$ cat src/sv/rgbd_pkg.sv
// rgbd_pkg: shared types and constants of the button rgb dimmer control
// no dependencies; imported by button_rgb_dimmer_control_top
`default_nettype none

package rgbd_pkg;

  // width of the millisecond time base, arithmetic wraps at this width
  localparam int TIME_BITS = 32;

  localparam int DUTY_W = 7;
  localparam int CFG_W  = 16;
  localparam int CH_W   = 2;

  typedef logic [TIME_BITS-1:0] time_t;
  typedef logic [DUTY_W-1:0]    duty_t;
  typedef logic [CH_W-1:0]      chan_t;

  // configuration register indexes
  typedef enum logic [1:0] {
    REG_HOLDOFF    = 2'd0,
    REG_LONG_PRESS = 2'd1,
    REG_DUTY_STEP  = 2'd2,
    REG_DUTY_MAX   = 2'd3
  } reg_idx_t;

  // channel codes
  localparam chan_t CH_RED   = 2'd0;
  localparam chan_t CH_GREEN = 2'd1;
  localparam chan_t CH_BLUE  = 2'd2;

  // reset values
  localparam logic [CFG_W-1:0] HOLDOFF_RST    = 16'd0;
  localparam logic [CFG_W-1:0] LONG_PRESS_RST = 16'd600;
  localparam duty_t            DUTY_STEP_RST  = 7'd10;
  localparam duty_t            DUTY_MAX_RST   = 7'd100;
  localparam duty_t            DUTY_RST       = 7'd100;
  localparam time_t            LAST_ACCEPT_RST = time_t'(50);

  // one result item
  typedef struct packed {
    duty_t red;
    duty_t green;
    duty_t blue;
    chan_t sel;
    logic  accepted;
  } res_t;

endpackage

`default_nettype wire

$ cat src/sv/button_rgb_dimmer_control_top.sv
// button_rgb_dimmer_control_top: button edge decoder, channel select and duty stepping
// depends on rgbd_pkg for types, register indexes and reset values
`default_nettype none

// Takes one button edge per item, each with its millisecond time stamp, and
// returns one result item per edge: the three channel duties, the selected
// channel and whether the edge passed the hold-off check. An item is
// accepted in every cycle with in_stall low; its result goes to the result register,
// or to the skid register while that one is held. The state update is a single
// pass of compares and adds on the accepted item, so that sets the rate of one item
// per cycle while in_stall is low. A two-entry output buffer (result register plus
// skid register) keeps input accepting while one result waits; in_stall rises only
// when both entries are full. The user must write configuration registers through
// cfg_we/cfg_index/cfg_wdata only while the block is idle; the block does not check.
module button_rgb_dimmer_control_top
  import rgbd_pkg::*;
(
  input  wire logic              clk,
  input  wire logic              rst_n,
  input  wire logic              cfg_we,
  input  wire logic [1:0]        cfg_index,
  input  wire logic [CFG_W-1:0]  cfg_wdata,
  input  wire logic              in_valid,
  output logic                   in_stall,
  input  wire logic [31:0]       in_event_time,
  output logic                   out_valid,
  input  wire logic              out_stall,
  output logic [DUTY_W-1:0]      out_red_duty,
  output logic [DUTY_W-1:0]      out_green_duty,
  output logic [DUTY_W-1:0]      out_blue_duty,
  output logic [CH_W-1:0]        out_selected_channel,
  output logic                   out_edge_accepted
);

  // configuration
  logic [CFG_W-1:0] holdoff_r;
  logic [CFG_W-1:0] long_press_r;
  duty_t            duty_step_r;
  duty_t            duty_max_r;

  // control state
  logic   pressed_r;
  time_t  press_start_r;
  time_t  last_accept_r;
  chan_t  short_cnt_r;
  chan_t  sel_r;
  logic   step_up_r;
  duty_t  duty_r [3];

  // output buffer
  logic out_valid_r;
  res_t out_r;
  logic skid_valid_r;
  res_t skid_r;

  logic  in_fire;
  logic  out_fire;
  time_t now;
  time_t limit;
  time_t dur;
  logic  accepted;
  logic  is_long;
  chan_t ch;
  duty_t cur_duty;
  logic [DUTY_W:0] sum;
  duty_t stepped;
  logic  up_nxt_step;

  logic   pressed_nxt;
  time_t  press_start_nxt;
  time_t  last_accept_nxt;
  chan_t  short_cnt_nxt;
  chan_t  sel_nxt;
  logic   step_up_nxt;
  duty_t  duty_nxt [3];
  res_t   res;

  assign in_stall = skid_valid_r;
  assign in_fire  = in_valid && !skid_valid_r;
  assign out_fire = out_valid_r && !out_stall;

  assign now      = time_t'(in_event_time);
  assign limit    = last_accept_r + time_t'(holdoff_r);
  assign accepted = !(now < limit);
  assign dur      = now - press_start_r;
  assign is_long  = dur > time_t'(long_press_r);
  assign ch       = (sel_r > CH_BLUE) ? CH_BLUE : sel_r;
  assign cur_duty = duty_r[ch];
  assign sum      = {1'b0, cur_duty} + {1'b0, duty_step_r};

  // saturating step in the shared direction
  always_comb begin
    if (step_up_r) begin
      if (sum < {1'b0, duty_max_r}) begin
        stepped     = sum[DUTY_W-1:0];
        up_nxt_step = 1'b1;
      end else begin
        stepped     = duty_max_r;
        up_nxt_step = 1'b0;
      end
    end else begin
      if (cur_duty > duty_step_r) begin
        stepped     = cur_duty - duty_step_r;
        up_nxt_step = 1'b0;
      end else begin
        stepped     = '0;
        up_nxt_step = 1'b1;
      end
    end
  end

  always_comb begin
    pressed_nxt     = pressed_r;
    press_start_nxt = press_start_r;
    last_accept_nxt = last_accept_r;
    short_cnt_nxt   = short_cnt_r;
    sel_nxt         = sel_r;
    step_up_nxt     = step_up_r;
    for (int i = 0; i < 3; i++) begin
      duty_nxt[i] = duty_r[i];
    end
    if (accepted) begin
      last_accept_nxt = now;
      if (!pressed_r) begin
        pressed_nxt     = 1'b1;
        press_start_nxt = now;
      end else begin
        pressed_nxt = 1'b0;
        if (!is_long) begin
          // count 0,1,2 picks red, green, blue, then moves on
          unique case (short_cnt_r)
            2'd0: begin
              sel_nxt       = CH_RED;
              short_cnt_nxt = 2'd1;
            end
            2'd1: begin
              sel_nxt       = CH_GREEN;
              short_cnt_nxt = 2'd2;
            end
            default: begin
              sel_nxt       = CH_BLUE;
              short_cnt_nxt = 2'd0;
            end
          endcase
        end else begin
          duty_nxt[ch] = stepped;
          step_up_nxt  = up_nxt_step;
        end
      end
    end
    res.red      = duty_nxt[0];
    res.green    = duty_nxt[1];
    res.blue     = duty_nxt[2];
    res.sel      = sel_nxt;
    res.accepted = accepted;
  end

  always_ff @(posedge clk) begin
    if (!rst_n) begin
      holdoff_r    <= HOLDOFF_RST;
      long_press_r <= LONG_PRESS_RST;
      duty_step_r  <= DUTY_STEP_RST;
      duty_max_r   <= DUTY_MAX_RST;
    end else if (cfg_we) begin
      unique case (reg_idx_t'(cfg_index))
        REG_HOLDOFF:    holdoff_r    <= cfg_wdata;
        REG_LONG_PRESS: long_press_r <= cfg_wdata;
        REG_DUTY_STEP:  duty_step_r  <= cfg_wdata[DUTY_W-1:0];
        REG_DUTY_MAX:   duty_max_r   <= cfg_wdata[DUTY_W-1:0];
        default: ;
      endcase
    end
  end

  always_ff @(posedge clk) begin
    if (!rst_n) begin
      pressed_r     <= 1'b0;
      press_start_r <= '0;
      last_accept_r <= LAST_ACCEPT_RST;
      short_cnt_r   <= '0;
      sel_r         <= CH_RED;
      step_up_r     <= 1'b1;
      for (int i = 0; i < 3; i++) begin
        duty_r[i] <= DUTY_RST;
      end
    end else if (in_fire) begin
      pressed_r     <= pressed_nxt;
      press_start_r <= press_start_nxt;
      last_accept_r <= last_accept_nxt;
      short_cnt_r   <= short_cnt_nxt;
      sel_r         <= sel_nxt;
      step_up_r     <= step_up_nxt;
      for (int i = 0; i < 3; i++) begin
        duty_r[i] <= duty_nxt[i];
      end
    end
  end

  // result register with skid entry behind it
  always_ff @(posedge clk) begin
    if (!rst_n) begin
      out_valid_r  <= 1'b0;
      skid_valid_r <= 1'b0;
    end else if (!out_valid_r || out_fire) begin
      if (skid_valid_r) begin
        out_r        <= skid_r;
        out_valid_r  <= 1'b1;
        skid_valid_r <= 1'b0;
      end else if (in_fire) begin
        out_r       <= res;
        out_valid_r <= 1'b1;
      end else begin
        out_valid_r <= 1'b0;
      end
    end else if (in_fire) begin
      skid_r       <= res;
      skid_valid_r <= 1'b1;
    end
  end

  assign out_valid            = out_valid_r;
  assign out_red_duty         = out_r.red;
  assign out_green_duty       = out_r.green;
  assign out_blue_duty        = out_r.blue;
  assign out_selected_channel = out_r.sel;
  assign out_edge_accepted    = out_r.accepted;

  // skid entry only fills behind a held result
  a_skid_behind_out: assert property (@(posedge clk) disable iff (!rst_n)
    skid_valid_r |-> out_valid_r)
    else $error("skid entry valid with empty result register");

  a_sel_range: assert property (@(posedge clk) disable iff (!rst_n)
    sel_r <= CH_BLUE)
    else $error("selected channel out of range");

  // every accepted edge flips the press state
  a_press_toggle: assert property (@(posedge clk) disable iff (!rst_n)
    (in_fire && accepted) |=> (pressed_r != $past(pressed_r)))
    else $error("accepted edge did not toggle press state");

  // an item taken while the result is free shows next cycle
  a_item_shows: assert property (@(posedge clk) disable iff (!rst_n)
    (in_fire && (!out_valid_r || out_fire)) |=> out_valid_r)
    else $error("accepted item did not reach result register");

endmodule

`default_nettype wire

$ cat config.mk
export PLATFORM = sky130hd
export DESIGN_NAME = button_rgb_dimmer_control_top
export DESIGN_NICKNAME = d
export VERILOG_FILES = /design/src/sv/rgbd_pkg.sv /design/src/sv/button_rgb_dimmer_control_top.sv
export SDC_FILE = /design/constraint.sdc
export NUM_CORES = 1
export LEC_CHECK = 0
export ABC_CLOCK_PERIOD_IN_PS = 6800
export BUFFER_PORTS_ARGS = -buffer_cell sky130_fd_sc_hd__buf_2
export CAP_MARGIN = 20
export CORE_MARGIN = 2
export CORE_UTILIZATION = 62
export DETAILED_ROUTE_END_ITERATION = 12
export PLACE_DENSITY = 0.9
export SKIP_LAST_GASP = 1
export SLEW_MARGIN = 20
export SYNTH_ARGS = -nofsm -noshare
export SYNTH_HDL_FRONTEND = slang
export SYNTH_SLANG_ARGS = --single-unit
$ cat constraint.sdc
create_clock -name clk -period 6.8 [get_ports clk]
set_input_delay 0.34 -clock clk [delete_from_list [all_inputs] [get_ports clk]]
set_output_delay 0.34 -clock clk [all_outputs]
set_load 0.005 [all_outputs]
==> impl_metrics.tcl <==
set metrics [dict create \
    die_y_um 148 \
    power_density_mw_per_mm2 222 \
    fmax_mhz 163 \
    synth.net_count 1622 \
    dp_cells 1744 \
    syn_inst 1448 \
    drc 0 \
    vias 11000 \
    io_buffer_count 80 \
    cts.sinks 187 \
    antenna_cells 0 \
    post_drt_wl_per_cell_um 17.9 \
    synth-edff-count 69 \
    synth.most_common_cell "nand2_1" \
    htree_levels 4 \
    crit_end "out_green_duty[6]" \
    first_iter_violations 1062 \
    drive_gt1_frac 0.108 \
    critPathMaxFanout 14 \
    rows 52 \
    cts_tree "done" \
    startpoint_type "flop" \
    synth_area_leaders "dfxtp_1, edfxtp_1, ha_1" \
    rr_endpoint "out_green_duty[6]" \
    worst_setup_path_end_kind "flop" \
    fp.dieArea_mm2 0.0219 \
    synthToLayoutAreaGrowth_pct 9.05 \
    worst_r2r_path_depth 22 \
    cts_made_buffers 17 \
    r2r_slack_ns 0.68 \
    antenna_found_initial 0 \
    clk_pin_slew_worst_paths_ns 0.07 \
    rsz0062_at_grt "no" \
    syn_area_mm2 0.0129 \
    critPathKind "reg2reg" \
    wl_mm 31.7 \
    synth_top_area_cell "dfxtp_1" \
    via_per_inst 6.20 \
    cts_setup_buffers 0 \
    tightest_slew_ns 1.03 \
    hold_buffers 0 \
    crit_chain "ha_1, inv_1, fa_1, nor2b_1, o21ai_0, a21oi_1, o21ai_0, a21boi_0, o2111ai_1, a31o_2, o21a_1, nor4b_1, a211oi_1, ha_1, nand4_1, or3_1, nor4_1, nand3_1, a21boi_2, nand3b_1, nor3_1, o31ai_2" \
    clk_latency_ns 0.45 \
    report.final.slew_viol_count 0 \
    finalHoldViolations 0 \
    gp_congestion 0.924 \
    hp-class "in2reg" \
    status "complete, no violations" \
    setup_viol 0 \
    leakagePower_uw 0.00531 \
    stdcell_count 1776 \
    synth_flop_cell "dfxtp_1" \
    coreArea_mm2 0.0203 \
    cts-resized-gates 0 \
    yosysWarnings 0 \
    start_util 0.633 \
    fp.dieW_um 148 \
    fin_tns_setup_ns 0 \
    grt_usage 0.292 \
    overflow 0 \
    critPathMaxStageDelay_ns 0.49 \
    cts.path.max_buffers 2 \
    fin_worst_skew_ns 0.0143 \
    ir_drop_mv 0.171 \
    slew_headroom 0.303 \
    synth_commonest_cells "nand2_1, dfxtp_1, ha_1" \
    r2r_start "holdoff_r[0]" \
    ys_seq_elements 187 \
    ys_async_sr_fraction 0 \
    cts_root_buf "clkbuf_16" \
    synth.top_cell.area_share 0.184 \
    place_ws_ns 0.893 \
    grt_max_degree 76 \
    synth_cell_types 79 \
    cp.arrival_ns 6.29 \
    avgSynthCellArea_um2 8.88 \
    period_share 0.900 \
    startpoint "holdoff_r[0]" \
    grt_pass1_wl_mm 51.9 \
    boundaryPins 81 \
    fin_nets 1667 \
    yosysSeqAreaShare 0.345 \
    layout_min_cycle_time_ns 6.12 \
    ant_nets 0 \
    worst_slack_ns 0.679 \
    place_hpwl_mm 22.9 \
    critical_path_required_ns 6.97 \
    grt_pass1_vias 10600 \
    drv_cap 0 \
    critPathSlowestCell "nor3_1" \
    drt_first_pass_iters 6 \
]
[sequential cells by signal (all words and copies together) (netlist names), 2 cells and up]
| name | count |
|---|---|
| skid_r | 24 |
| out_red_duty | 7 |
| holdoff_r | 16 |
| sel_r | 2 |
| out_green_duty | 7 |
| press_start_r | 32 |
| duty_max_r | 7 |
| out_selected_channel | 2 |
| last_accept_r | 32 |
| duty_step_r | 7 |
| long_press_r | 16 |
| out_blue_duty | 7 |
| duty_r | 21 |
| short_cnt_r | 2 |
[critical path, delay by kind of cell (launching register included)]
family          cells  cell delay [ns]
compound gates     10             2.14
fa+ha+maj           3             0.88
buf+inv             1             0.05
simple gates        8             2.43
flops               1             0.33
[layer usage]
metal / share of wire / wire (µm) / track usage / vias to the layer above
li1: - / - / - / 5314
met1: 0.43 / 13700 / 0.380 / 5150
met2: 0.46 / 14700 / 0.480 / 459
met3: 0.069 / 2200 / 0.0515 / 96
met4: 0.038 / 1200 / 0.126 / 0
met5: 0 / 0 / 0 / -
[cells in the final DEF, fill, tap and decap left out, drive strengths merged, types with 22 or more instances in the layout]
cell,n
a21o,34
nand3,31
o21ai,61
o211ai,29
xor2,22
dfxtp,118
inv,93
edfxtp,69
mux2i,79
ha,115
nand2,168
xnor2,25
a21oi,96
a21boi,41
nor3,58
nor2,65
buf,89
nor2b,70
[worst min path at each step]
| stage | cells past startpoint | to | from |
|---|---|---|---|
| after floorplan | 2 | short_cnt_r[0] | short_cnt_r[0] |
| after global routing | 3 | long_press_r[9] | cfg_wdata[9] |
| after CTS | 3 | long_press_r[9] | cfg_wdata[9] |
| final | 3 | long_press_r[9] | cfg_wdata[9] |
| after detailed placement | 2 | long_press_r[15] | long_press_r[15] |
| after global placement | 2 | short_cnt_r[0] | short_cnt_r[0] |
[kinds of logic after synthesis]
family | after synthesis | synth area share
flip-flops | 187 | 0.345
XOR/XNOR | 47 | 0.0320
buffers and inverters | 156 | 0.0492
multiplexers | 80 | 0.0624
adder cells (fa/ha/maj) | 119 | 0.118
AND/OR/NAND/NOR | 486 | 0.190
AO/OA/AOI/OAI | 373 | 0.203
[where the power goes]
part           total, µW  internal (µW)  switching [µW]
combinational        823            332             491
clock               1040            582             456
sequential          1260           1220            36.8
[through the flow]
stage,util,instance area (µm²),total power [µW],hold slack [ns]
after floorplan,-,12900,1870,0.443
after global placement,0.660,13400,2040,0.452
after detailed placement,0.660,13400,2070,0.458
after CTS,0.690,14000,3110,0.146
after global routing,0.691,14000,3250,0.156
final,0.691,14000,3120,0.153
[final cells by class]
cell class              count  area, µm²
well taps                 270        338
fillers                  1551       6280
inverters                  93        349
clock inverters            13        171
multi-input cells        1105       7820
repair buffers             89        468
flip-flops and latches    187       4430
clock buffers              19        433
Note: power is estimated with default switching activity, not from simulation.
